## src/design/hsfc_pkg.sv

```systemverilog
`timescale 1ns / 1ps

package hsfc_pkg;

    typedef logic [1:0] t_path;

    // how stage two finishes a word
    localparam t_path PATH_FIXED    = 2'd0;   // result already complete
    localparam t_path PATH_H2S_SUB  = 2'd1;   // half subnormal, normalize
    localparam t_path PATH_S2H_NORM = 2'd2;   // single to half normal, round
    localparam t_path PATH_S2H_SUB  = 2'd3;   // single to half subnormal, shift and round

    localparam logic KIND_H2S = 1'b0;
    localparam logic KIND_S2H = 1'b1;

    localparam logic [14:0] HALF_QNAN      = 15'h7E00;
    localparam logic [14:0] HALF_INF       = 15'h7C00;
    localparam logic [30:0] SINGLE_INF     = 31'h7F80_0000;
    localparam logic [7:0]  BIAS_DIFF      = 8'd112;   // 127 - 15
    localparam logic [7:0]  H2S_SUB_EXP    = 8'd103;   // exponent of a half subnormal at bit 0
    localparam logic [7:0]  S2H_OVF_EXP    = 8'd143;   // half exponent 31 and above
    localparam logic [7:0]  S2H_SUB_MIN    = 8'd102;   // half exponent -10
    localparam logic [7:0]  S2H_SH_BASE    = 8'd126;   // shift = 126 - single exponent
    localparam logic [7:0]  SINGLE_EXP_MAX = 8'hFF;
    localparam logic [4:0]  HALF_EXP_MAX   = 5'h1F;
    localparam logic [4:0]  H2S_MANT_TOP   = 5'd23;

endpackage

```

## src/design/half_single_float_convert.sv

```systemverilog
`timescale 1ns / 1ps

// half <-> single precision bit-pattern converter
//
// input channel: i_in_valid / o_in_ready carry one word per transfer,
//   i_kind selects the direction (0 half to single, 1 single to half) and
//   i_value holds the source pattern (a half source sits in bits 15..0)
// output channel: o_out_valid / i_out_ready carry the converted pattern;
//   a half result sits in bits 15..0 with bits 31..16 zero
// single to half rounds to nearest, ties to even, with guard and sticky bits
//
// throughput: one word per cycle while the output is not stalled; the three
//   register stages (decode and classify, shift and round decision, round
//   increment) each take a new word in every cycle
// stall: when i_out_ready is low the output word holds; upstream stages keep
//   filling until all three are full, then o_in_ready drops; nothing is lost
//   or repeated
// reset: synchronous, active low; clears the stage valid bits only, the
//   block accepts words in the first cycle after reset
module half_single_float_convert
    import hsfc_pkg::*;
(
    input  logic        i_clk,
    input  logic        i_rst_n,
    input  logic        i_in_valid,
    output logic        o_in_ready,
    input  logic        i_kind,
    input  logic [31:0] i_value,
    output logic        o_out_valid,
    input  logic        i_out_ready,
    output logic [31:0] o_converted
);

    // stage advance chain, each stage moves when it is empty or its
    // successor moves
    logic w_adv1, w_adv2, w_adv3;
    logic r_v1, r_v2, r_v3;

    assign w_adv3     = !r_v3 || i_out_ready;
    assign w_adv2     = !r_v2 || w_adv3;
    assign w_adv1     = !r_v1 || w_adv2;
    assign o_in_ready = w_adv1;
    assign o_out_valid = r_v3;

    // ---------------- stage 1: field split and classify ----------------
    logic        n_sign_h, n_sign_s;
    logic [4:0]  n_he;
    logic [9:0]  n_hm;
    logic [7:0]  n_se;
    logic [22:0] n_sm;
    logic [3:0]  n_lz;

    t_path       n_path;
    logic [31:0] n_fixed;
    logic        n_sign;
    logic [22:0] n_m;
    logic [4:0]  n_ex;
    logic [4:0]  n_sh;
    logic [7:0]  n_sh_full;
    logic [7:0]  n_ex_full;

    t_path       r_path;
    logic [31:0] r_fixed;
    logic        r_sign;
    logic [22:0] r_m;
    logic [4:0]  r_ex;
    logic [4:0]  r_sh;
    logic [3:0]  r_lz;

    assign n_sign_h  = i_value[15];
    assign n_he      = i_value[14:10];
    assign n_hm      = i_value[9:0];
    assign n_sign_s  = i_value[31];
    assign n_se      = i_value[30:23];
    assign n_sm      = i_value[22:0];
    assign n_ex_full = n_se - BIAS_DIFF;
    assign n_sh_full = S2H_SH_BASE - n_se;

    // leading one of the half mantissa, highest set bit wins
    always_comb begin
        n_lz = 4'd0;
        for (int i = 0; i < 10; i++) begin
            if (n_hm[i]) n_lz = 4'(i);
        end
    end

    always_comb begin
        n_path  = PATH_FIXED;
        n_fixed = 32'd0;
        n_sign  = n_sign_s;
        n_m     = n_sm;
        n_ex    = n_ex_full[4:0];
        n_sh    = n_sh_full[4:0];
        if (i_kind == KIND_H2S) begin
            n_sign = n_sign_h;
            n_m    = {13'd0, n_hm};
            if (n_he == 5'd0) begin
                if (n_hm == 10'd0) begin
                    n_fixed = {n_sign_h, 31'd0};
                end else begin
                    n_path = PATH_H2S_SUB;
                end
            end else if (n_he == HALF_EXP_MAX) begin
                n_fixed = {n_sign_h, SINGLE_INF | {8'd0, n_hm, 13'd0}};
            end else begin
                n_fixed = {n_sign_h, 8'({3'd0, n_he} + BIAS_DIFF), n_hm, 13'd0};
            end
        end else begin
            if (n_se == SINGLE_EXP_MAX) begin
                if (n_sm != 23'd0) begin
                    n_fixed = {16'd0, n_sign_s, HALF_QNAN | {5'd0, n_sm[22:13]}};
                end else begin
                    n_fixed = {16'd0, n_sign_s, HALF_INF};
                end
            end else if (n_se >= S2H_OVF_EXP) begin
                n_fixed = {16'd0, n_sign_s, HALF_INF};
            end else if (n_se > BIAS_DIFF) begin
                n_path = PATH_S2H_NORM;
            end else if (n_se >= S2H_SUB_MIN) begin
                n_path = PATH_S2H_SUB;
            end else begin
                // zero, single subnormal, or below half range
                n_fixed = {16'd0, n_sign_s, 15'd0};
            end
        end
    end

    always_ff @(posedge i_clk) begin
        if (!i_rst_n) begin
            r_v1 <= 1'b0;
        end else if (w_adv1) begin
            r_v1 <= i_in_valid;
        end
        if (w_adv1) begin
            r_path  <= n_path;
            r_fixed <= n_fixed;
            r_sign  <= n_sign;
            r_m     <= n_m;
            r_ex    <= n_ex;
            r_sh    <= n_sh;
            r_lz    <= n_lz;
        end
    end

    // ---------------- stage 2: shift and round decision ----------------
    logic [4:0]  n_h2s_sh;
    logic [22:0] n_h2s_mant;
    logic [7:0]  n_h2s_exp;
    logic [23:0] n_sig;
    logic [23:0] n_kept24;
    logic [23:0] n_mask;
    logic [4:0]  n_gpos;
    logic        n_guard, n_sticky;
    logic [31:0] n_base;
    logic        n_inc;

    logic [31:0] r_base;
    logic        r_inc;

    assign n_h2s_sh   = H2S_MANT_TOP - {1'b0, r_lz};
    assign n_h2s_mant = {13'd0, r_m[9:0]} << n_h2s_sh;  // leading one drops off the top
    assign n_h2s_exp  = {4'd0, r_lz} + H2S_SUB_EXP;

    assign n_sig    = {1'b1, r_m};
    assign n_kept24 = n_sig >> r_sh;
    assign n_gpos   = r_sh - 5'd1;
    assign n_guard  = n_sig[n_gpos];
    assign n_mask   = ~({24{1'b1}} << n_gpos);
    assign n_sticky = |(n_sig & n_mask);

    always_comb begin
        n_base = r_fixed;
        n_inc  = 1'b0;
        unique case (r_path)
            PATH_FIXED: begin
                n_base = r_fixed;
            end
            PATH_H2S_SUB: begin
                n_base = {r_sign, n_h2s_exp, n_h2s_mant};
            end
            PATH_S2H_NORM: begin
                // carry out of the mantissa may reach infinity, which is right
                n_base = {16'd0, r_sign, r_ex, r_m[22:13]};
                n_inc  = r_m[12] && ((|r_m[11:0]) || r_m[13]);
            end
            PATH_S2H_SUB: begin
                // carry from kept 1023 lands on the smallest normal
                n_base = {16'd0, r_sign, 5'd0, n_kept24[9:0]};
                n_inc  = n_guard && (n_sticky || n_kept24[0]);
            end
            default: begin
                n_base = r_fixed;
            end
        endcase
    end

    always_ff @(posedge i_clk) begin
        if (!i_rst_n) begin
            r_v2 <= 1'b0;
        end else if (w_adv2) begin
            r_v2 <= r_v1;
        end
        if (w_adv2) begin
            r_base <= n_base;
            r_inc  <= n_inc;
        end
    end

    // ---------------- stage 3: round increment, output word ----------------
    logic [31:0] n_out;
    logic [31:0] r_out;

    assign n_out       = r_base + {31'd0, r_inc};
    assign o_converted = r_out;

    always_ff @(posedge i_clk) begin
        if (!i_rst_n) begin
            r_v3 <= 1'b0;
        end else if (w_adv3) begin
            r_v3 <= r_v2;
        end
        if (w_adv3) begin
            r_out <= n_out;
        end
    end

endmodule

```

## config.mk

```make
export PLATFORM = sky130hd
export DESIGN_NAME = half_single_float_convert
export DESIGN_NICKNAME = d
export VERILOG_FILES = /design/src/design/hsfc_pkg.sv /design/src/design/half_single_float_convert.sv
export SDC_FILE = /design/constraint.sdc
export NUM_CORES = 1
export LEC_CHECK = 0
export BUFFER_PORTS_ARGS = -buffer_cell sky130_fd_sc_hd__buf_2
export CAP_MARGIN = 20
export CORE_MARGIN = 3
export CORE_UTILIZATION = 65
export CTS_CLUSTER_DIAMETER = 60
export DETAILED_ROUTE_END_ITERATION = 8
export PLACE_DENSITY_LB_ADDON = 0.1
export SYNTH_ARGS = -nofsm -noshare
export SYNTH_HDL_FRONTEND = slang
export SYNTH_SLANG_ARGS = --single-unit
```

## constraint.sdc

```tcl
create_clock -name i_clk -period 6.7 [get_ports i_clk]
set_clock_uncertainty 0.05 [all_clocks]
set_input_delay 1.34 -clock i_clk [delete_from_list [all_inputs] [get_ports i_clk]]
set_output_delay 1.34 -clock i_clk [all_outputs]
set_load 0.1 [all_outputs]
```

==> metrics.txt, run 1 <==
GRT Overall Usage=approximately 30%; Req. time, crit path=5.31 ns; fillers=733; RD Place Congestion=around 0.95; cell taking the most area after synthesis=edfxtp_1; DR pass1 iterations=7; sequential fraction of the synthesis area=50.9%; Synth async-reset ratio=0%; Post-CTS Setup Bufs=0; CTS Hold Bufs=0; crit-path cells=buf_2, nor2b_1, nand3_4, buf_2; CTS H-tree lvls=4; GRT overflow=0; # rows=39; Num CTS Buffers=17; Area Growth Syn to Fin=13.5%; main flop type after synthesis=edfxtp_1; via count=5886; most frequent CP cell=buf_2; Yosys warnings=0; Finished Cell Area=0.00890 mm²; worst setup path class=primary input to output pin; crit path DAT=roughly 2.3 ns; Worst-Margin Slew=0.865 ns; RSZ-0062 raised after global routing=false; number of flops mapped to enable cells by yosys=131; Comb pwr share=16.6%; max cap viols=0; Synth Cell Area=0.00784 mm²; period utilization=55.7%; largest cells by area after synthesis=edfxtp_1, mux2i_1, mux4_2, nand2_1, xnor2_1; Mapped Cells=688; Slew Viols, Final=0; PostCTS Resize Cnt=0; core footprint=0.0116 mm²; I/O pins=71; die height=116 µm; Clock Sinks=134; VDD IR max=0.220 mV; WL final=18.9 mm; clk_lat worst skew=0.43 ns; Reg clk slew, reported paths=0.05 ns; Fin. Hold Viols=0; DP HPWL=between 10 and 15 mm; P_int=1.76 mW; # diodes=0; Reg power frac=42.7%; Via-to-Cell Ratio=6.54; R2R Path Start=r_sh[2]$_DFFE_PP_; vias in the first global route=about 5600; P per Cell Area=between 200 and 300 mW/mm²; Final Critical Period=3.73 ns; Synth top area share=50.2%; die width=about 120 µm; switching power=approximately 0.67 mW; slowest stage delay, CP=0.36 ns; global-route wire length before repair=around 30 mm; Clock Tree Buf Depth=2; Leak=between 3 and 4 nW; Synth Register Bits=134; Starting Density=67.5%; largest net degree at the start of global routing=68; crit path max fanout=5; min-delay src=r_inc$_SDFFCE_PN0P_; Final nets=just under 800; Final ANT Viol Nets=0; Setup TNS Final=0 ns; Setup crit start kind=primary input; CP Capture Type=output pin; FMAX=0.268 GHz; Setup crit start=i_out_ready; antenna violations before repair=0; Final setup viols=0; Clock power frac=approximately two fifths; Slowest-stage cell, CP=nor2b_1; post-placement cell area=approximately 0.008 mm²; WL/cell=21.0 µm; port bufs=70; Net Count, Synth=736; Syn Area/Cell=~11 µm²; Die ar.=~0.013 mm²; CTS tree=yes; CP bufs+invs=2; Top delay family on crit path=simple AND/OR/NAND/NOR gates; clock root cell=clkbuf_16; Seq. cell area=~0.0040 mm²; hold crit path type=flip-flop to flip-flop; Sw Ratio=27.5%; layout cells sized above 1=19.8%; DRT iter0 DRCs=slightly below 700; drt drc=0; Slew HR=42.2%; Synth cell types=71; Multi-input gate area=0.00356 mm²; status=complete, no violations
-- logic make-up (layout without fill, tap and decap cells) --
family                     Yosys count  in the layout  synth area share, %
and+or+nand+nor                    260            260                 17.0
DFF                                134            134                 50.9
AOI/OAI and AO/OA                  110            110                 9.56
muxes                               73             73                 12.7
buffers and inverters               63            132                 3.81
xor gates and xnor gates            37             37                 4.23
adders and majority gates           11             11                 1.76
-- worst register-to-register path, stage by stage (launching register included) --
cell and delay, ns:
edfxtp_1 0.87, inv_2 0.41, ha_1 0.65, nand2_1 0.16, a222oi_1 0.39, nand4_1 0.14
a31oi_1 0.19, a31oi_1 0.15
-- flip-flops by register name, indices dropped and copies added (netlist names) --
signal / flops
o_converted: 32
r_base: 31
r_fixed: 28
r_m: 23
r_ex: 5
r_lz: 4
r_sh: 4
r_path: 2
o_out_valid: 1
r_inc: 1
r_sign: 1
r_v1: 1
r_v2: 1
-- worst paths after layout --
path | endpoint | slack (ns) | depth (start not counted)
worst max-delay path | o_in_ready | 2.97 | 4
worst min-delay path | o_converted[0]$_DFFE_PP_ | 0.51 | 1
worst max register to register | r_inc$_SDFFCE_PN0P_ | 3.38 | 7
worst min register to register | o_converted[0]$_DFFE_PP_ | 0.51 | 1
-- cells in the final DEF, fill, tap and decap left out, types with 24 or more instances in the layout --
master / n
a21oi_1: 24
and2_1: 33
nand2_1: 72
xnor2_1: 24
nand3_1: 25
nor2_1: 51
edfxtp_1: 131
mux2i_1: 46
buf_2: 70
-- per-stage QoR --
step	utilization, %	power, mW	setup WS [ns]	cells	hold WS [ns]
finish	76.6	2.43	2.97	900	0.511
CTS	76.1	2.43	2.97	898	0.506
detailed placement	70.7	1.45	2.97	866	0.494
global placement	70.7	1.44	3.01	866	0.480
floorplan	-	1.36	1.49	688	0.409
global route	76.6	2.52	2.90	900	0.547
-- layout make-up --
cell class / instances / area share [%]
Clock inverter: 14 / 2.32
Multi-Input combinational cell: 491 / 40.0
Clock buffer: 18 / 4.82
Sequential cell: 134 / 44.9
Timing Repair Buffer: 77 / 4.98
Tap cell: 143 / 2.01
Inverter: 23 / 0.970
-- cell usage after synthesis (all sizes together) (20+ instances only) --
| cell | instances |
|---|---|
| and2 | 33 |
| nand3 | 26 |
| mux4 | 20 |
| nand2 | 72 |
| nor2 | 51 |
| inv | 23 |
| edfxtp | 131 |
| buf | 20 |
| clkbuf | 20 |
| mux2i | 46 |
| nor3 | 20 |
| o21ai | 31 |
| xnor2 | 25 |
| a21oi | 24 |
-- power by group through the flow --
stage          clock, mW  combinational (mW)  sequential (mW)
6_report           0.990               0.404             1.04
5_1_grt             1.04               0.429             1.04
4_1_cts            0.997               0.399             1.04
3_5_place_dp           0               0.398             1.05
3_3_place_gp           0               0.393             1.05
2_1_floorplan          0               0.212             1.15
-- per-layer routing --
layer,global-route usage [%],vias up,share of wire [%]
met2,45.8,317,47
li1,-,2690,-
met5,0,-,0
met4,12.5,0,2.4
met1,40.0,2838,41
met3,7.94,41,8.9
No activity file was read; power rests on OpenSTA's default activity.
==> inputs of run 2 (changes only) <==
--- a/config.mk
+++ b/config.mk
@@ -8,7 +8,7 @@
 export BUFFER_PORTS_ARGS = -buffer_cell sky130_fd_sc_hd__buf_2
 export CAP_MARGIN = 20
 export CORE_MARGIN = 3
-export CORE_UTILIZATION = 65
+export CORE_UTILIZATION = 54
 export CTS_CLUSTER_DIAMETER = 60
 export DETAILED_ROUTE_END_ITERATION = 8
 export PLACE_DENSITY_LB_ADDON = 0.1
==> constraint.sdc (replaced) <==
create_clock -name i_clk -period 3.4 [get_ports i_clk]
set_clock_uncertainty 0.05 [all_clocks]
set_input_delay 0.68 -clock i_clk [delete_from_list [all_inputs] [get_ports i_clk]]
set_output_delay 0.68 -clock i_clk [all_outputs]
set_load 0.1 [all_outputs]
==> metrics.txt, run 2 (same netlist as run 1, synthesis figures left out) <==
clk_lat worst skew=roughly 0.42 ns; clock root cell=clkbuf_16; Final Critical Period=2.61 ns; largest net degree at the start of global routing=58; WL final=19.6 mm; Reg clk slew, reported paths=0.06 ns; Slew HR=44.7%; # rows=43; switching power=about 1.4 mW; Clock power frac=40.3%; VDD IR max=~0.31 mV; CP Capture Type=flip-flop; DRT iter0 DRCs=493; Worst-Margin Slew=slightly above 0.8 ns; hold crit path type=primary input to flip-flop; crit path DAT=2.72 ns; Area Growth Syn to Fin=14.2%; min-delay src=i_value[9]; FMAX=0.383 GHz; antenna violations before repair=0; period utilization=between 70% and 80%; worst setup margin=about 0.8 ns; drt drc=0; DP Cell Count=909; P_int=3.42 mW; hold_ws=0.420 ns; CTS H-tree lvls=4; Req. time, crit path=3.50 ns; WL/cell=20.8 µm; Non-Filler Instances=942; crit path max fanout=5; PostCTS Resize Cnt=0; DR pass1 iterations=5; max reg flops=32; Clock Tree Buf Depth=2; Final ANT Viol Nets=0; GRT overflow=0; R2R Path Start=r_sh[1]$_DFFE_PP_; most frequent cells in the layout=edfxtp_1, nand2_1, buf_2; Slew Viols, Final=0; vias in the first global route=5538; die height=127 µm; Reg power frac=a little over two fifths; CTS Hold Bufs=0; Comb pwr share=16.9%; commonest non-fill, non-tap cell in the layout=edfxtp_1; status=complete, no violations; RD Place Congestion=just over 0.9; port bufs=70; Final nets=797; Num CTS Buffers=17; GRT Overall Usage=24.8%; max cap viols=0; worst slack, placed=0.833 ns; Post-CTS Setup Bufs=0; DP HPWL=14.2 mm; Leak=3.61 nW; Via-to-Cell Ratio=6.19; Setup crit start=r_sh[1]$_DFFE_PP_; via count=5829; core footprint=roughly 0.014 mm²; RSZ-0062 raised after global routing=false; P per Cell Area=533 mW/mm²; Setup TNS Final=0 ns; Starting Density=55.8%; Fin. Hold Viols=0; Final setup viols=0; worst setup path class=flip-flop to flip-flop; Setup crit start kind=flip-flop; die width=127 µm; Sw Ratio=28.4%; Die ar.=0.0160 mm²; global-route wire length before repair=30.5 mm; CTS tree=yes; I/O pins=71; layout cells sized above 1=20.4%; Clock Sinks=134
run 2: cell count changes in the layout (fill, tap and decap cells not counted), sizes merged:
cell	before	now
buf	77	82
clkbuf	18	17
diode	0	1
bufinv	5	4
inv	24	29
clkinv	7	3
run 2: per-stage QoR:
| step | power, mW | utilization (%) | instance area, µm² |
|---|---|---|---|
| final | 4.77 | 63.7 | 8950 |
| after global routing | 4.93 | 63.7 | 8950 |
| after CTS | 4.80 | 63.5 | 8920 |
| after detailed placement | 2.87 | 59.1 | 8300 |
| after global placement | 2.86 | 59.1 | 8300 |
| after floorplan | 2.68 | - | 7850 |
run 2: power by group through the flow:
stage	sequential, mW	combinational (mW)	clock [mW]
after floorplan	2.26	0.418	0
after global placement	2.06	0.792	0
after detailed placement	2.07	0.800	0
after CTS	2.04	0.802	1.96
after global routing	2.05	0.859	2.03
final	2.04	0.808	1.92
run 2: per-layer routing:
layer  up-vias  track usage [%]  part of all wire, %
met5         -                0                    0
met4         0             9.02                  2.2
met3        38             5.85                  7.4
met2       259             37.9                   47
met1      2835             35.0                   43
li1       2697                -                    -
run 2: worst paths after layout:
kind | to | slack [ns] | cells after the start
worst max-delay path | r_inc$_SDFFCE_PN0P_ | 0.79 | 9
worst min register to register | r_v2$_SDFFE_PN0P_ | 0.49 | 2
worst max register to register | r_inc$_SDFFCE_PN0P_ | 0.79 | 9
worst min-delay path | r_m[9]$_DFFE_PP_ | 0.42 | 1
run 2: layout make-up:
class / count / area, µm²
clock inverters: 14 / 196
clock buffers: 17 / 425
multi-input cells: 491 / 3560
well taps: 180 / 225
fillers: 1080 / 5090
repair buffers: 82 / 460
inverters: 23 / 86.3
flip-flops and latches: 134 / 3990
diodes: 1 / 2.50
run 2: worst max-delay path, cell delays in order (launching register included):
cell and delay, ns:
edfxtp_1 0.40, inv_1 0.13, ha_1 0.25, inv_1 0.10
ha_1 0.30, and2b_1 0.23, a2111oi_4 0.35, o22ai_1 0.13
nor4b_2 0.29, a31oi_1 0.11
